`src/hw/rtl/cdte_pkg.sv`:
```
// shared types and constants of the caption triple extractor
// no dependencies

package cdte_pkg;

  typedef struct packed {
    logic [7:0] packet_byte;
    logic       last_byte;
    logic       buffers_emptied;
  } in_t;

  typedef struct packed {
    logic [1:0] kind;
    logic [1:0] head_byte;
    logic [7:0] cc_byte_one;
    logic [7:0] cc_byte_two;
    logic [1:0] found_type;
    logic       overflow_608;
    logic       overflow_708;
    logic       last_result;
  } out_t;

  // one queue entry: the results caused by one request
  typedef struct packed {
    logic       trip_vld;
    logic       is_708;
    logic [1:0] head;
    logic [7:0] b1;
    logic [7:0] b2;
    logic       sum_vld;
    logic [1:0] found;
    logic       ovf_608;
    logic       ovf_708;
  } rec_t;

  typedef enum logic [1:0] {
    PH_HEADER  = 2'd0,
    PH_TRIPLES = 2'd1,
    PH_SKIP    = 2'd2
  } phase_t;

  localparam logic [1:0] KIND_608     = 2'd0;
  localparam logic [1:0] KIND_708     = 2'd1;
  localparam logic [1:0] KIND_SUMMARY = 2'd2;

  localparam logic [1:0] FOUND_NONE = 2'd0;
  localparam logic [1:0] FOUND_608  = 2'd1;
  localparam logic [1:0] FOUND_708  = 2'd2;

  localparam logic [1:0] FIELD_TOP    = 2'd1;
  localparam logic [1:0] FIELD_BOTTOM = 2'd2;

  localparam logic       REG_CAP_608 = 1'b0;
  localparam logic       REG_CAP_708 = 1'b1;
  localparam int         CFG_W       = 13;
  localparam logic [12:0] CAP_RESET  = 13'd4096;

  localparam logic [2:0] POS_ID_CHECK = 3'd4;
  localparam logic [2:0] POS_FLAGS    = 3'd5;
  localparam logic [2:0] POS_EM_DATA  = 3'd6;
  localparam logic [2:0] POS_END      = 3'd7;

  localparam logic [7:0] TYPE_CODE    = 8'h03;
  localparam logic [7:0] PROC_CC_FLAG = 8'h40;
  localparam logic [7:0] COUNT_MASK   = 8'h1f;
  localparam logic [7:0] MARKER_MASK  = 8'hf8;
  localparam int         VALID_BIT    = 2;
  localparam int         TYPE_708_BIT = 1;

  localparam logic [1:0] SLOT_FLAGS = 2'd0;
  localparam logic [1:0] SLOT_DATA1 = 2'd1;
  localparam logic [1:0] SLOT_DATA2 = 2'd2;

  localparam int Q_DEPTH = 4;
  localparam int Q_AW    = 2;

endpackage

```
`src/hw/rtl/cdte_front.sv`:
```
// front end: byte parser, capacity registers, fill counts and overflow flags
// depends on cdte_pkg

module cdte_front #(
  parameter int MAX_BUFFER_BYTES = 4096
) (
  input  logic                       clk,
  input  logic                       rst_n,
  input  logic                       in_valid,
  output logic                       in_ready,
  input  cdte_pkg::in_t              in_data,
  input  logic                       cfg_we,
  input  logic                       cfg_index,
  input  logic [cdte_pkg::CFG_W-1:0] cfg_wdata,
  input  logic                       q_full,
  output logic                       q_push,
  output cdte_pkg::rec_t             q_rec
);
  import cdte_pkg::*;

  localparam logic [16:0] MAX_ROOM = 17'(MAX_BUFFER_BYTES);

  phase_t      phase_r, phase_nxt;
  logic [2:0]  pos_r, pos_nxt;
  logic [4:0]  pairs_r, pairs_nxt;
  logic [1:0]  slot_r, slot_nxt;
  logic [2:0]  flags_r, flags_nxt;
  logic [7:0]  data_r, data_nxt;
  logic [1:0]  seen_r, seen_nxt;
  logic [12:0] fill_608_r, fill_608_nxt;
  logic [12:0] fill_708_r, fill_708_nxt;
  logic        ovf_608_r, ovf_608_nxt;
  logic        ovf_708_r, ovf_708_nxt;
  logic [12:0] cap_608_r, cap_708_r;
  logic [16:0] room_608, room_708;
  logic        fits_608, fits_708;
  logic        accept;
  logic [7:0]  b;

  assign in_ready = !q_full;
  assign accept   = in_valid && in_ready;
  assign b        = in_data.packet_byte;

  assign room_608 = ({4'b0, cap_608_r} > MAX_ROOM) ? MAX_ROOM : {4'b0, cap_608_r};
  assign room_708 = ({4'b0, cap_708_r} > MAX_ROOM) ? MAX_ROOM : {4'b0, cap_708_r};

  always_comb begin
    phase_nxt    = phase_r;
    pos_nxt      = pos_r;
    pairs_nxt    = pairs_r;
    slot_nxt     = slot_r;
    flags_nxt    = flags_r;
    data_nxt     = data_r;
    seen_nxt     = seen_r;
    fill_608_nxt = in_data.buffers_emptied ? 13'd0 : fill_608_r;
    fill_708_nxt = in_data.buffers_emptied ? 13'd0 : fill_708_r;
    ovf_608_nxt  = in_data.buffers_emptied ? 1'b0 : ovf_608_r;
    ovf_708_nxt  = in_data.buffers_emptied ? 1'b0 : ovf_708_r;
    fits_608     = ({4'b0, fill_608_nxt} + 17'd3) <= room_608;
    fits_708     = ({4'b0, fill_708_nxt} + 17'd3) <= room_708;
    q_rec        = '0;
    unique case (phase_r)
      PH_HEADER: begin
        if (pos_r == POS_ID_CHECK && b != TYPE_CODE) begin
          phase_nxt = PH_SKIP;
        end else if (pos_r == POS_FLAGS) begin
          if ((b & PROC_CC_FLAG) == 8'h00) begin
            phase_nxt = PH_SKIP;
          end else begin
            pairs_nxt = b[4:0] & COUNT_MASK[4:0];
          end
        end else if (pos_r == POS_EM_DATA) begin
          slot_nxt  = SLOT_FLAGS;
          phase_nxt = (pairs_r == 5'd0) ? PH_SKIP : PH_TRIPLES;
        end
        if (pos_r != POS_END) begin
          pos_nxt = pos_r + 3'd1;
        end
      end
      PH_TRIPLES: begin
        if (slot_r == SLOT_FLAGS) begin
          if ((b & MARKER_MASK) != MARKER_MASK) begin
            phase_nxt = PH_SKIP;
          end else begin
            flags_nxt = b[2:0];
            slot_nxt  = SLOT_DATA1;
          end
        end else if (slot_r == SLOT_DATA1) begin
          data_nxt = b;
          slot_nxt = SLOT_DATA2;
        end else begin
          slot_nxt = SLOT_FLAGS;
          if (flags_r[VALID_BIT]) begin
            if (flags_r[TYPE_708_BIT]) begin
              seen_nxt[1] = 1'b1;
              if (!fits_708) begin
                ovf_708_nxt = 1'b1;
              end else begin
                fill_708_nxt   = fill_708_nxt + 13'd3;
                q_rec.trip_vld = 1'b1;
                q_rec.is_708   = 1'b1;
                q_rec.head     = flags_r[1:0];
              end
            end else begin
              seen_nxt[0] = 1'b1;
              if (!fits_608) begin
                ovf_608_nxt = 1'b1;
              end else begin
                fill_608_nxt   = fill_608_nxt + 13'd3;
                q_rec.trip_vld = 1'b1;
                q_rec.is_708   = 1'b0;
                q_rec.head     = flags_r[0] ? FIELD_BOTTOM : FIELD_TOP;
              end
            end
          end
          pairs_nxt = pairs_r - 5'd1;
          if (pairs_nxt == 5'd0) begin
            phase_nxt = PH_SKIP;
          end
        end
      end
      default: begin
      end
    endcase
    q_rec.b1      = data_r;
    q_rec.b2      = b;
    q_rec.sum_vld = in_data.last_byte;
    q_rec.found   = seen_nxt[1] ? FOUND_708 : (seen_nxt[0] ? FOUND_608 : FOUND_NONE);
    q_rec.ovf_608 = ovf_608_nxt;
    q_rec.ovf_708 = ovf_708_nxt;
    if (in_data.last_byte) begin
      phase_nxt = PH_HEADER;
      pos_nxt   = 3'd0;
      pairs_nxt = 5'd0;
      slot_nxt  = SLOT_FLAGS;
      flags_nxt = 3'd0;
      data_nxt  = 8'd0;
      seen_nxt  = 2'd0;
    end
  end

  assign q_push = accept && (q_rec.trip_vld || q_rec.sum_vld);

  always_ff @(posedge clk) begin
    if (!rst_n) begin
      phase_r    <= PH_HEADER;
      pos_r      <= 3'd0;
      pairs_r    <= 5'd0;
      slot_r     <= SLOT_FLAGS;
      flags_r    <= 3'd0;
      data_r     <= 8'd0;
      seen_r     <= 2'd0;
      fill_608_r <= 13'd0;
      fill_708_r <= 13'd0;
      ovf_608_r  <= 1'b0;
      ovf_708_r  <= 1'b0;
    end else if (accept) begin
      phase_r    <= phase_nxt;
      pos_r      <= pos_nxt;
      pairs_r    <= pairs_nxt;
      slot_r     <= slot_nxt;
      flags_r    <= flags_nxt;
      data_r     <= data_nxt;
      seen_r     <= seen_nxt;
      fill_608_r <= fill_608_nxt;
      fill_708_r <= fill_708_nxt;
      ovf_608_r  <= ovf_608_nxt;
      ovf_708_r  <= ovf_708_nxt;
    end
  end

  always_ff @(posedge clk) begin
    if (!rst_n) begin
      cap_608_r <= CAP_RESET;
      cap_708_r <= CAP_RESET;
    end else if (cfg_we) begin
      if (cfg_index == REG_CAP_608) begin
        cap_608_r <= cfg_wdata;
      end
      if (cfg_index == REG_CAP_708) begin
        cap_708_r <= cfg_wdata;
      end
    end
  end

  a_triples_have_pairs: assert property (@(posedge clk) disable iff (!rst_n)
    phase_r == PH_TRIPLES |-> pairs_r != 5'd0)
    else $error("triple phase with no pairs left");

  a_empty_clears_fill: assert property (@(posedge clk) disable iff (!rst_n)
    accept && in_data.buffers_emptied && !q_rec.trip_vld |=> fill_608_r == 13'd0 &&
    fill_708_r == 13'd0)
    else $error("fill counts not cleared");

endmodule

```
`src/hw/rtl/cdte_queue.sv`:
```
// short result queue between parser and output stage
// depends on cdte_pkg

module cdte_queue (
  input  logic           clk,
  input  logic           rst_n,
  input  logic           push,
  input  cdte_pkg::rec_t push_rec,
  output logic           full,
  input  logic           pop,
  output logic           nonempty,
  output cdte_pkg::rec_t pop_rec
);
  import cdte_pkg::*;

  rec_t            mem_r [Q_DEPTH];
  logic [Q_AW-1:0] wr_ptr_r, rd_ptr_r;
  logic [Q_AW:0]   count_r;

  assign full     = count_r == (Q_AW+1)'(Q_DEPTH);
  assign nonempty = count_r != '0;
  assign pop_rec  = mem_r[rd_ptr_r];

  always_ff @(posedge clk) begin
    if (push) begin
      mem_r[wr_ptr_r] <= push_rec;
    end
  end

  always_ff @(posedge clk) begin
    if (!rst_n) begin
      wr_ptr_r <= '0;
      rd_ptr_r <= '0;
      count_r  <= '0;
    end else begin
      if (push) begin
        wr_ptr_r <= wr_ptr_r + 1'b1;
      end
      if (pop) begin
        rd_ptr_r <= rd_ptr_r + 1'b1;
      end
      if (push && !pop) begin
        count_r <= count_r + 1'b1;
      end else if (pop && !push) begin
        count_r <= count_r - 1'b1;
      end
    end
  end

  a_no_push_full: assert property (@(posedge clk) disable iff (!rst_n)
    full |-> !push)
    else $error("push into full queue");

  a_no_pop_empty: assert property (@(posedge clk) disable iff (!rst_n)
    pop |-> nonempty)
    else $error("pop from empty queue");

endmodule

```
`src/hw/rtl/cdte_back.sv`:
```
// output stage: expands queue entries into one or two result items
// depends on cdte_pkg

module cdte_back (
  input  logic           clk,
  input  logic           rst_n,
  input  logic           q_nonempty,
  input  cdte_pkg::rec_t q_rec,
  output logic           q_pop,
  output logic           out_valid,
  input  logic           out_ready,
  output cdte_pkg::out_t out_data
);
  import cdte_pkg::*;

  rec_t rec_r;
  logic trip_pend_r, trip_pend_nxt;
  logic sum_pend_r, sum_pend_nxt;
  logic fire, done;

  assign out_valid = trip_pend_r || sum_pend_r;
  assign fire      = out_valid && out_ready;
  assign done      = !out_valid || (fire && !(trip_pend_r && sum_pend_r));
  assign q_pop     = q_nonempty && done;

  always_comb begin
    trip_pend_nxt = trip_pend_r;
    sum_pend_nxt  = sum_pend_r;
    if (q_pop) begin
      trip_pend_nxt = q_rec.trip_vld;
      sum_pend_nxt  = q_rec.sum_vld;
    end else if (fire) begin
      if (trip_pend_r && sum_pend_r) begin
        trip_pend_nxt = 1'b0;
      end else begin
        trip_pend_nxt = 1'b0;
        sum_pend_nxt  = 1'b0;
      end
    end
  end

  always_ff @(posedge clk) begin
    if (!rst_n) begin
      trip_pend_r <= 1'b0;
      sum_pend_r  <= 1'b0;
    end else begin
      trip_pend_r <= trip_pend_nxt;
      sum_pend_r  <= sum_pend_nxt;
    end
  end

  always_ff @(posedge clk) begin
    if (q_pop) begin
      rec_r <= q_rec;
    end
  end

  always_comb begin
    out_data.overflow_608 = rec_r.ovf_608;
    out_data.overflow_708 = rec_r.ovf_708;
    if (trip_pend_r) begin
      out_data.kind        = rec_r.is_708 ? KIND_708 : KIND_608;
      out_data.head_byte   = rec_r.head;
      out_data.cc_byte_one = rec_r.b1;
      out_data.cc_byte_two = rec_r.b2;
      out_data.found_type  = FOUND_NONE;
      out_data.last_result = 1'b0;
    end else begin
      out_data.kind        = KIND_SUMMARY;
      out_data.head_byte   = 2'd0;
      out_data.cc_byte_one = 8'd0;
      out_data.cc_byte_two = 8'd0;
      out_data.found_type  = rec_r.found;
      out_data.last_result = 1'b1;
    end
  end

  a_summary_after_triple: assert property (@(posedge clk) disable iff (!rst_n)
    fire && trip_pend_r && sum_pend_r |=> out_valid && out_data.last_result)
    else $error("summary lost after triple");

endmodule

```
`src/hw/rtl/cc_data_triple_extractor_core.sv`:
```
// each result is registered in the queue and then in the output stage before it shows
// throughput: one byte per cycle while the queue is not full; a byte that ends a triple and
//   the packet yields two output items, absorbed by a four-entry queue
// reset: synchronous, clears parse state, fill counts and overflow flags,
//   sets both capacities to 4096
// top level: parser, queue and output stage; depends on cdte_pkg

module cc_data_triple_extractor_core #(
  parameter int MAX_BUFFER_BYTES = 4096
) (
  input  logic                       clk,
  input  logic                       rst_n,
  input  logic                       in_valid,
  output logic                       in_ready,
  input  cdte_pkg::in_t              in_data,
  output logic                       out_valid,
  input  logic                       out_ready,
  output cdte_pkg::out_t             out_data,
  input  logic                       cfg_we,
  input  logic                       cfg_index,
  input  logic [cdte_pkg::CFG_W-1:0] cfg_wdata
);
  import cdte_pkg::*;

  logic q_full, q_push, q_pop, q_nonempty;
  rec_t push_rec, pop_rec;

  cdte_front #(
    .MAX_BUFFER_BYTES(MAX_BUFFER_BYTES)
  ) u_front (
    .clk      (clk),
    .rst_n    (rst_n),
    .in_valid (in_valid),
    .in_ready (in_ready),
    .in_data  (in_data),
    .cfg_we   (cfg_we),
    .cfg_index(cfg_index),
    .cfg_wdata(cfg_wdata),
    .q_full   (q_full),
    .q_push   (q_push),
    .q_rec    (push_rec)
  );

  cdte_queue u_queue (
    .clk     (clk),
    .rst_n   (rst_n),
    .push    (q_push),
    .push_rec(push_rec),
    .full    (q_full),
    .pop     (q_pop),
    .nonempty(q_nonempty),
    .pop_rec (pop_rec)
  );

  cdte_back u_back (
    .clk       (clk),
    .rst_n     (rst_n),
    .q_nonempty(q_nonempty),
    .q_rec     (pop_rec),
    .q_pop     (q_pop),
    .out_valid (out_valid),
    .out_ready (out_ready),
    .out_data  (out_data)
  );

endmodule
```
`config.mk`:
```
export PLATFORM = sky130hd
export DESIGN_NAME = cc_data_triple_extractor_core
export DESIGN_NICKNAME = d
export VERILOG_FILES = /design/src/hw/rtl/cdte_pkg.sv /design/src/hw/rtl/cdte_front.sv /design/src/hw/rtl/cdte_queue.sv /design/src/hw/rtl/cdte_back.sv /design/src/hw/rtl/cc_data_triple_extractor_core.sv
export SDC_FILE = /design/constraint.sdc
export NUM_CORES = 1
export LEC_CHECK = 0
export BUFFER_PORTS_ARGS = -buffer_cell sky130_fd_sc_hd__buf_4
export CAP_MARGIN = 20
export CORE_ASPECT_RATIO = 0.7
export CORE_MARGIN = 4
export CORE_UTILIZATION = 38
export CTS_CLUSTER_SIZE = 28
export DETAILED_ROUTE_END_ITERATION = 10
export SLEW_MARGIN = 10
export SYNTH_ARGS = -nofsm -noshare
export SYNTH_HDL_FRONTEND = slang
export SYNTH_SLANG_ARGS = --single-unit
export TNS_END_PERCENT = 50
```
`constraint.sdc`:
```
create_clock -name clk -period 7 [get_ports clk]
set_input_delay 1.05 -clock clk [delete_from_list [all_inputs] [get_ports clk]]
set_output_delay 1.05 -clock clk [all_outputs]
set_load 0.01 [all_outputs]
```
# Word-level counts from Yosys, hierarchy flattened
# Memory sizes are Yosys's and may differ from the RTL's. A register that Yosys moved wholly into a read port is not among the register bits.
# Cells that the tools add are included.
[classes]
add_sub_neg = 10
multipliers = 0
div = 0
magnitude_cmp = 4
n_eq_ne = 25
shifts = 0
n_mux = 98
n_bitwise = 1
n_reduce_logical = 40
[ops]
columns = ["operator", "n"]
rows = [
  ["13-bit 2-to-1 mux", 16],
  ["2-bit 2-to-1 mux", 26],
  ["17-bit less-or-equal comparator", 2],
  ["8-bit 2-to-1 mux", 4],
  ["5-bit 2-to-1 mux", 6],
  ["13-bit by 2-bit adder with 14-bit output, second input constant", 2],
  ["4-bit 2-to-1 mux", 7],
  ["3-bit 2-to-1 mux", 9],
  ["13-bit by 2-bit adder with 13-bit output, second input constant", 2],
  ["13-bit > comparator, second input constant", 2],
  ["1-bit 2-to-1 mux", 26],
  ["22-bit 2-to-1 mux", 1],
  ["3-bit inequality test, second input constant", 6],
  ["7-bit AND reduction", 2],
  ["2-bit nonzero test", 7],
  ["3-bit equality test, second input constant", 4],
  ["5-bit logical NOT", 2],
  ["5-bit case mux with 2 select lines", 1],
  ["1-bit logical AND", 9],
  ["8-bit logical NOT", 1],
  ["4-bit inequality test, second input constant", 2],
  ["8-bit by 2-bit inequality test with 1-bit output, second input constant", 1],
  ["2-bit case mux with 2 select lines", 2],
  ["4-bit AND reduction", 2],
  ["20 further kinds", 36],
]
[totals]
ff_bits = 111
latch_bits = 0
mem_bits_rw = 100
mem_bits_ro = 0
in_bits = 29
output_inout_bits = 27
word_cells = 204
mem_count = 1
[memory_table]
columns = ["name", "words", "width", "rd", "rd_ports_with_merged_regs", "wr", "line_no", "rtl"]
rows = [
  ["u_queue.mem_r", 4, 25, 1, 1, 1, "cdte_queue.sv:16", "rec_t mem_r [Q_DEPTH];"],
]

# Depth between registers and ports, before layout
# Gate-level depths: netlist of run 1.
[depth]
depth_word = 15
mapped_depth = 23
ltp_nobuf = 20

# By module
# Synthesis of run 1 repeated with hierarchy kept, for this count alone.
[unflattened]
cells_unflattened = 910
hier_area_um2 = 10231.1
[by_module_without_submodules]
columns = ["module", "instances", "cells_each", "area_per_inst_um2", "seq_area_each_um2"]
rows = [
  ["cdte_front", 1, 673, 5162.5, 1581.5],
  ["cdte_queue", 1, 174, 4097.7, 3183.1],
  ["cdte_back", 1, 63, 970.9, 730.7],
]

# Worst setup path after synthesis of run 1
# No wires, ideal clock.
[synth_path]
kind = "input -> register"
start = "input port in_data[0] in the netlist's numbering"
end = "register u_queue.count_r[2]"
setup_time_ns = 0.070
arrival_time_ns = 5.490
required_time_ns = 6.930
path_slack_ns = 1.439
stages = 23
path_buffers = 3
cell_sequence = "clkbuf_1 > clkbuf_1 > clkbuf_1 > nand2b_1 > ha_1 > and3b_1 > nand3_1 > or2_2 > xor2_1 > nor2_1 > ha_1 > nand4_1 > or3_1 > mux2_2 > o31ai_4 > nand3_1 > o211ai_2 > ha_1 > inv_1 > fa_1 > xor2_1 > or3_1 > a21oi_1"
[synth_via]
elab_chain_len = 14
word_cells_on_any_way = 20
cone_classes = "add/sub: 2; order compare: 2; mux: 10; reduce/logical: 6"
[synth_lines]
columns = ["element", "line_no", "rtl"]
rows = [
  ["start, declared", "cc_data_triple_extractor_core.sv:15", "input cdte_pkg::in_t in_data,"],
  ["13-bit 2-to-1 mux, on equally long branches", "cdte_front.sv:55, cdte_front.sv:56", ""],
  ["13-bit by 2-bit adder with 14-bit output, on equally long branches", "cdte_front.sv:59, cdte_front.sv:60", ""],
  ["17-bit less-or-equal comparator, on equally long branches", "cdte_front.sv:59, cdte_front.sv:60", ""],
  ["4-bit 2-to-1 mux, on equally long branches", "cdte_front.sv:106, cdte_front.sv:96", ""],
  ["4-bit 2-to-1 mux *", "cdte_front.sv:94", "if (flags_r[TYPE_708_BIT]) begin"],
  ["4-bit 2-to-1 mux *", "cdte_front.sv:93", "if (flags_r[VALID_BIT]) begin"],
  ["4-bit 2-to-1 mux *", "cdte_front.sv:88", "end else if (slot_r == SLOT_DATA1) begin"],
  ["4-bit 2-to-1 mux *", "cdte_front.sv:81", "if (slot_r == SLOT_FLAGS) begin"],
  ["4-bit 2-to-1 mux *", "cdte_front.sv:62", "unique case (phase_r)"],
  ["1-bit logical OR *", "cdte_front.sv:142", "assign q_push = accept && (q_rec.trip_vld || q_rec.sum_vld);"],
  ["1-bit logical AND *", "cdte_front.sv:142", ""],
  ["named net q_push", "cc_data_triple_extractor_core.sv:25", "logic q_full, q_push, q_pop, q_nonempty;"],
  ["1-bit logical NOT", "cdte_queue.sv:44", "end else if (pop && !push) begin"],
  ["1-bit logical AND", "cdte_queue.sv:44", ""],
  ["2-bit nonzero test (no source line)", "--", ""],
  ["end signal, assigned", "cdte_queue.sv:43", "count_r <= count_r + 1'b1;"],
  ["end signal, assigned", "cdte_queue.sv:45", "count_r <= count_r - 1'b1;"],
  ["end, declared", "cdte_queue.sv:18", "logic [Q_AW:0] count_r;"],
]
# Mark *: on every way through the listed nets, which the timed path passes. The rest lies on a longest branch.
# A chain may end at the register's enable or synchronous reset.

# Final worst setup path of run 1
# Ends and elaborated chain as after synthesis.

==> results of run 1 <==
## logic make-up (layout without fill, tap and decap cells)
| group | Yosys count | count (layout) | synth area share, % |
|---|---|---|---|
| flip-flops | 213 | 213 | 55.6 |
| multiplexers | 40 | 40 | 7.24 |
| AO/OA/AOI/OAI | 149 | 149 | 9.63 |
| XOR/XNOR | 27 | 27 | 2.39 |
| buffers and inverters | 69 | 132 | 2.80 |
| adder cells (fa/ha/maj) | 43 | 43 | 5.49 |
| AND/OR/NAND/NOR | 346 | 346 | 16.9 |
## worst min-delay path: stages (launching register included)
cell	delay (ns)
sky130_fd_sc_hd__dfxtp_1	0.31
sky130_fd_sc_hd__nand2_1	0.05
sky130_fd_sc_hd__a21oi_1	0.05
## state kept, by name, summed over array words and instances (netlist names), 2 cells and up, named ones only
name	flops
u_front.pos_r	3
u_front.slot_r	2
u_front.fill_708_r	13
u_front.pairs_r	5
u_front.fill_608_r	13
u_front.flags_r	3
u_front.cap_608_r	13
u_front.data_r	8
u_back.rec_r	21
u_front.seen_r	2
u_front.phase_r	2
u_queue.rd_ptr_r	2
u_queue.count_r	3
u_queue.wr_ptr_r	2
u_queue.mem_r	100
u_front.cap_708_r	13
u_back.out_data	2
## metrics by stage
stage               instances  setup slack (ns)  hold WS (ns)
finish                   1281              1.57         0.457
global placement         1239              1.13         0.441
floorplan                 887              1.44         0.430
global route             1281              1.18         0.475
CTS                      1281              1.56         0.455
detailed placement       1239              1.07         0.447
## placed cells by master, fill, tap and decap left out, drive strengths merged, types with 14 or more instances in the layout
cell,instances
dfxtp,90
clkbuf,31
a21oi,60
edfxtp,123
nand4,14
o21ai,29
nor2b,17
ha,41
mux4,25
buf,66
nand3,19
nand2,136
and2,27
nor2,69
xnor2,15
inv,27
## worst max path at each step
stage | to | startpoint | slack [ns] | depth (start not counted)
floorplan | u_queue.count_r[2] | in_data[0] | 1.44 | 23
global placement | u_queue.count_r[2] | in_data[0] | 1.13 | 21
detailed placement | u_queue.count_r[2] | in_data[0] | 1.07 | 21
CTS | u_queue.count_r[2] | in_data[0] | 1.56 | 21
global route | u_queue.count_r[2] | in_data[0] | 1.18 | 21
finish | u_queue.count_r[2] | in_data[0] | 1.57 | 21
## final cells by class
type	count	share of cell area (%)
Inverter	24	0.792
Tap cell	331	3.64
Clock inverter	11	0.891
Multi-Input combinational cell	605	36.2
Clock buffer	31	5.50
Timing Repair Buffer	66	4.68
Sequential cell	213	48.3
## power groups by stage
stage / Clock, mW / Sequential, mW / Combinational, mW
floorplan: 0 / 1.55 / 0.414
global placement: 0 / 1.61 / 0.555
detailed placement: 0 / 1.61 / 0.563
CTS: 1.20 / 1.59 / 0.565
global route: 1.26 / 1.61 / 0.617
finish: 1.16 / 1.58 / 0.556
## synthesized netlist by cell type, types with 3 or more instances
cell / number
sky130_fd_sc_hd__xnor2_1: 15
sky130_fd_sc_hd__and3_1: 4
sky130_fd_sc_hd__a31oi_1: 6
sky130_fd_sc_hd__mux4_2: 25
sky130_fd_sc_hd__a2111oi_0: 5
sky130_fd_sc_hd__or2_2: 3
sky130_fd_sc_hd__nor3b_1: 4
sky130_fd_sc_hd__clkbuf_1: 32
sky130_fd_sc_hd__nand2_1: 134
sky130_fd_sc_hd__or4_1: 8
sky130_fd_sc_hd__inv_1: 24
sky130_fd_sc_hd__nand3_1: 18
sky130_fd_sc_hd__buf_1: 5
sky130_fd_sc_hd__nand2b_1: 12
sky130_fd_sc_hd__nand4_1: 14
sky130_fd_sc_hd__a21oi_1: 60
sky130_fd_sc_hd__buf_2: 4
sky130_fd_sc_hd__dfxtp_1: 90
sky130_fd_sc_hd__nor2b_1: 17
sky130_fd_sc_hd__nor4_1: 3
sky130_fd_sc_hd__nor2_1: 67
sky130_fd_sc_hd__o21ai_1: 6
sky130_fd_sc_hd__o21ai_0: 22
sky130_fd_sc_hd__edfxtp_1: 123
sky130_fd_sc_hd__o31ai_1: 10
sky130_fd_sc_hd__o211ai_1: 5
sky130_fd_sc_hd__o2111ai_1: 7
sky130_fd_sc_hd__or3_1: 7
sky130_fd_sc_hd__mux2i_1: 13
sky130_fd_sc_hd__buf_4: 3
sky130_fd_sc_hd__xor2_1: 12
sky130_fd_sc_hd__and2_1: 26
sky130_fd_sc_hd__ha_1: 41
sky130_fd_sc_hd__a22oi_1: 4
sky130_fd_sc_hd__nor3_1: 13
sky130_fd_sc_hd__o22ai_1: 7
## routing by layer
metal  GRT usage, %  part of all wire (%)  routed length [um]
met4           2.86                   1.5                 316
met5              0                     0                   0
met3           2.50                   4.3                 918
met2           22.7                    42                9030
met1           23.0                    52               11100
==> impl_metrics.toml, run 1 <==
[critical_path]
regToRegEndpoint = "u_queue.count_r[2]"
cpMostUsedCell = "sky130_fd_sc_hd__ha_1"
setup.worst_path.start_class = "input port"
r2r_cells = 20
path_cells = "buf_4 -> nand2b_1 -> ha_1 -> and3b_1 -> nand3_1 -> or2_2 -> xor2_1 -> nor2_1 -> ha_1 -> nand4_1 -> or3_1 -> mux2_2 -> o31ai_4 -> nand3_1 -> o211ai_2 -> ha_1 -> inv_1 -> fa_1 -> xor2_1 -> or3_1 -> a21oi_1"
worstPathBufferInverterCount = 2
critical_path_required_ns = 7.43
setup.worst_path.end_class = "register"
cpLargestDelayFamily = "simple AND/OR/NAND/NOR gates"
cp_max_fo = 18
timing.critical_path.slowest_cell_delay_ns = 0.43
worst-setup-path-type = "input port to register"
critical_path.reg2reg.startpoint = "u_front.fill_708_r[0]"
reg2reg_slack_ns = 1.99
arrival_ns = 5.87
crit_slowest_cell = "sky130_fd_sc_hd__nand3_1"

[layout]
multi_input_area_um2 = 4120
layout-area-overhead-vs-synth_pct = 15.1
finish.utilization_pct = 44.4
final_design_area_no_fill_um2 = 11400
num-nets-final = 1004
num-fill-cells = 2360
layout-drive-gt1-share_pct = 15.5
antenna-diode-count = 0
register_area_um2 = 5500

[power_and_ir_drop]
worst_ir_drop_vdd_uv = 211
p_seq_share_pct = 47.9
cell_int_power_mw = 2.43
cell_area_power_density_nw_per_um2 = 290
p_total_mw = 3.30
power.switching_fraction_pct = 26.4
switchingPower_mw = 0.873
pwr-share-clk_pct = 35.3
p_leak_nw = 3.99
pwr-share-comb_pct = 16.8

[synthesis]
yosys_register_bits = 213
synth_area_um2 = 9890
syn_area_per_cell_um2 = 11.1
postSynthCellCount = 887
asyncSetResetFlopFracSynth_pct = 0
synth_fp_nets = 958
synthDominantAreaCellType = "sky130_fd_sc_hd__edfxtp_1"
synth.yosys.warnings = 0
yosys_most_used_dff = "sky130_fd_sc_hd__edfxtp_1"
synth_edf_count = 123
number_of_distinct_library_cells_after_synthesis = 66
synth-seq-area-share_pct = 55.6
synth.area.top_cells = "sky130_fd_sc_hd__edfxtp_1 37%, sky130_fd_sc_hd__dfxtp_1 18%, sky130_fd_sc_hd__mux4_2 5.7%"
post-synth-top-area-fraction_pct = 37.3

[clock_tree]
cts_made_buffers = 23
clk_root_buffer_cell = "sky130_fd_sc_hd__clkbuf_16"
tritoncts_clock_tree = "yes"
cts_hold_buffers = 0
post_cts_buffers = 0
clk_latency_ns = 0.51
clock_tree.htree_level_count = 1
cts_sinks = 213
clkTransAtPathRegs_ns = 0.06
cts_resized = 0
clock_path_buffers = 3

[global_route]
grt.total_usage_pct = 15.0
grt_pass1_wl_um = 35200
grt_max_degree = 52
number_of_antenna_violations_at_the_first_check_in_global_routing = 0
grt_pass1_vias = 6436
grt-ovfl-total = 0

[placement]
detailed_place_hpwl_um = 14500
port_buffers = 55
place_congestion = 0.788
placedInstanceArea_um2 = 10700

[timing]
achievable-frequency_mhz = 184
final_cycle_utilization_of_the_critical_path_pct = 77.6
grt_setup_unrepaired = "false"
setup_tns_ns = 0
timing.max_slew.rel_slack_pct = 36.0
setup_viol = 0
hold_violations = 0
timing_worst_slew_pin_value_ns = 0.961
drv_slew = 0
final.min_clock_period_ns = 5.43
clock-skew-final_ns = 0.00942

[detailed_routing]
vias_per_cell = 5.20
detailedRoute.firstPassIterationCount = 5
drtIter0Drc = 526
detailroute.via_count = 6667
post-route-drc-count = 0
antenna_violating_nets_post_route = 0
drt_wirelength_um = 21400
route.detailed.wl_per_inst_um = 16.7

[die]
starting_density_of_the_core_pct = 38.6
die_area_um2 = 28700
die_width_um = 201
die_h_um = 143
design.portCount = 56
core.rowCount = 49
coreArea_um2 = 25600

[hold_path]
hold_path_startpoint = "u_front.cap_608_r[8]"
timing.hold.worst_path_depth = 2
worst_hold_path.endpoint = "u_front.cap_608_r[8]"
class_of_the_tightest_hold_or_removal_check = "register to register"

[flow_run]
maximum_capacitance_violations = 0

[outcome]
run_status = "completed"
Note: power is estimated with default switching activity, not from simulation.
==> inputs of run 2 (changes only) <==
Clock period 7 ns to 4.9 ns, I/O delays scaled along.
==> run 2 against run 1 <==
Register-to-register slack worse by 1.4 ns. Sequential power increased by 44%. Utilization is 0.90 points higher. Hold slack lost 0.0052 ns. Cell count is 0.86% higher. Combinational power is 45% higher. Critical endpoint unchanged. Largest cell class unchanged.
==> impl_metrics.toml, run 2 (synthesized netlist as in run 1, its figures left out) <==
[outcome]
run_status = "completed"

[detailed_routing]
antenna_violating_nets_post_route = 0
detailedRoute.firstPassIterationCount = 5
drtIter0Drc = 526
route.detailed.wl_per_inst_um = 17.0
detailroute.via_count = 6785
vias_per_cell = 5.25
drt_wirelength_um = 22000
post-route-drc-count = 0

[global_route]
grt_max_degree = 61
grt-ovfl-total = 0
grt_pass1_wl_um = 36300
grt.total_usage_pct = 15.4
number_of_antenna_violations_at_the_first_check_in_global_routing = 1
grt_pass1_vias = 6747

[clock_tree]
cts_resized = 0
cts_sinks = 213
clock_path_buffers = 3
clock_tree.htree_level_count = 1
clk_latency_ns = 0.51
cts_hold_buffers = 0
post_cts_buffers = 0
clkTransAtPathRegs_ns = 0.06
clk_root_buffer_cell = "sky130_fd_sc_hd__clkbuf_16"
tritoncts_clock_tree = "yes"
cts_made_buffers = 24

[layout]
antenna-diode-count = 0
num-fill-cells = 2346
layout_commonest_cell = "sky130_fd_sc_hd__nand2_1"
register_area_um2 = 5500
reg_top3 = "u_queue.mem_r (100), u_back.rec_r (21)"
num-nets-final = 1014
largest_reg_flops = 100
top_reg_by_flops = "u_queue.mem_r"
layout-area-overhead-vs-synth_pct = 17.4
layout-drive-gt1-share_pct = 17.3
mostFrequentLayoutCells = "134 x sky130_fd_sc_hd__nand2_1, 123 x sky130_fd_sc_hd__edfxtp_1, 89 x sky130_fd_sc_hd__dfxtp_1"
multi_input_area_um2 = 4160

[hold_path]
class_of_the_tightest_hold_or_removal_check = "register to register"
hold_path_startpoint = "u_front.cap_708_r[0]"

[timing]
clock-skew-final_ns = 0.00880
timing.max_slew.rel_slack_pct = 37.0
drv_slew = 0
setup_tns_ns = 0
hold_violations = 0
final_cycle_utilization_of_the_critical_path_pct = 88.4
timing_worst_slew_pin_value_ns = 0.945
final.min_clock_period_ns = 4.33
grt_setup_unrepaired = "false"
achievable-frequency_mhz = 231
setup_viol = 0

[die]
die_width_um = 201
core.rowCount = 49
die_h_um = 143
starting_density_of_the_core_pct = 38.6
die_area_um2 = 28700
design.portCount = 56
coreArea_um2 = 25600

[critical_path]
startpoint = "u_front.fill_708_r[0]"
path_cells = "nand2b_1 -> ha_4 -> and3b_1 -> nand3_2 -> buf_4 -> nor3_1 -> xnor2_1 -> nor2_1 -> ha_1 -> a21oi_1 -> o21ai_0 -> mux2_4 -> o31ai_4 -> nand3_1 -> o211ai_2 -> ha_2 -> inv_2 -> fa_2 -> xor2_1 -> or3_1 -> a21oi_1"
cp_max_fo = 5
critical_path_required_ns = 5.34
cpMostUsedCell = "sky130_fd_sc_hd__a21oi_1"
setup.worst_path.start_class = "register"
worst-setup-path-type = "register to register"
crit_slowest_cell = "sky130_fd_sc_hd__dfxtp_1"
setup.worst_path.end_class = "register"
arrival_ns = 4.77
critical_path.reg2reg.startpoint = "u_front.fill_708_r[0]"
timing.critical_path.slowest_cell_delay_ns = 0.42

[power_and_ir_drop]
pwr-share-clk_pct = 37.6
cell_area_power_density_nw_per_um2 = 424
p_leak_nw = 4.09
switchingPower_mw = 1.28
cell_int_power_mw = 3.65
pwr-share-comb_pct = 16.3
p_seq_share_pct = 46.1
p_total_mw = 4.93
worst_ir_drop_vdd_uv = 261
power.switching_fraction_pct = 25.9

[flow_run]
maximum_capacitance_violations = 0

[placement]
place_congestion = 0.820
port_buffers = 55
detailed_place_hpwl_um = 14600
-- run 2: worst max-delay path: cells and delay by family (launching register included) --
kind	cells	cell delay [ns]
muxes	1	0.34
DFF	1	0.42
xor gates and xnor gates	2	0.29
adders and majority gates	4	1.08
buffers and inverters	2	0.22
AOI/OAI and AO/OA	5	0.66
and+or+nand+nor	7	1.24
-- run 2: path summary, 6_finish.rpt --
| kind | endpoint | slack [ns] | depth (start not counted) |
|---|---|---|---|
| min | u_front.cap_708_r[0] | 0.45 | 2 |
| max reg2reg | u_queue.count_r[2] | 0.57 | 21 |
| min reg2reg | u_front.cap_708_r[0] | 0.45 | 2 |
| max | u_queue.count_r[2] | 0.57 | 21 |
-- run 2: final cells by class --
type	count	share of cell area, %
flip-flops and latches	213	47.3
repair buffers	75	5.28
clock buffers	28	5.66
inverters	24	0.776
well taps	331	3.57
clock inverters	16	1.58
multi-input cells	605	35.8
-- run 2: power groups by stage --
stage | sequential [mW] | combinational, mW | clock [mW]
floorplan | 2.22 | 0.599 | 0
global placement | 2.31 | 0.804 | 0
detailed placement | 2.31 | 0.809 | 0
CTS | 2.28 | 0.815 | 1.90
global route | 2.30 | 0.880 | 1.99
finish | 2.27 | 0.804 | 1.85
-- run 2: layer usage --
metal / global-route usage (%) / share of wire (%) / vias to the layer above
met4: 3.33 / 1.6 / 2
met1: 23.3 / 50 / 3247
met2: 23.1 / 42 / 177
met3: 2.72 / 5.7 / 26
met5: 0 / 0.059 / -
li1: - / - / 3333
-- run 2: through the flow --
stage	util, %	cells	instance area [um2]	setup WS [ns]	hold slack (ns)
after global routing	45.3	1292	11600	0.306	0.446
after global placement	42.0	1248	10800	0.166	0.440
after detailed placement	42.0	1248	10800	0.0937	0.447
final	45.3	1292	11600	0.571	0.452
after CTS	45.3	1292	11600	0.577	0.442
after floorplan	-	887	9960	-0.0308	0.430
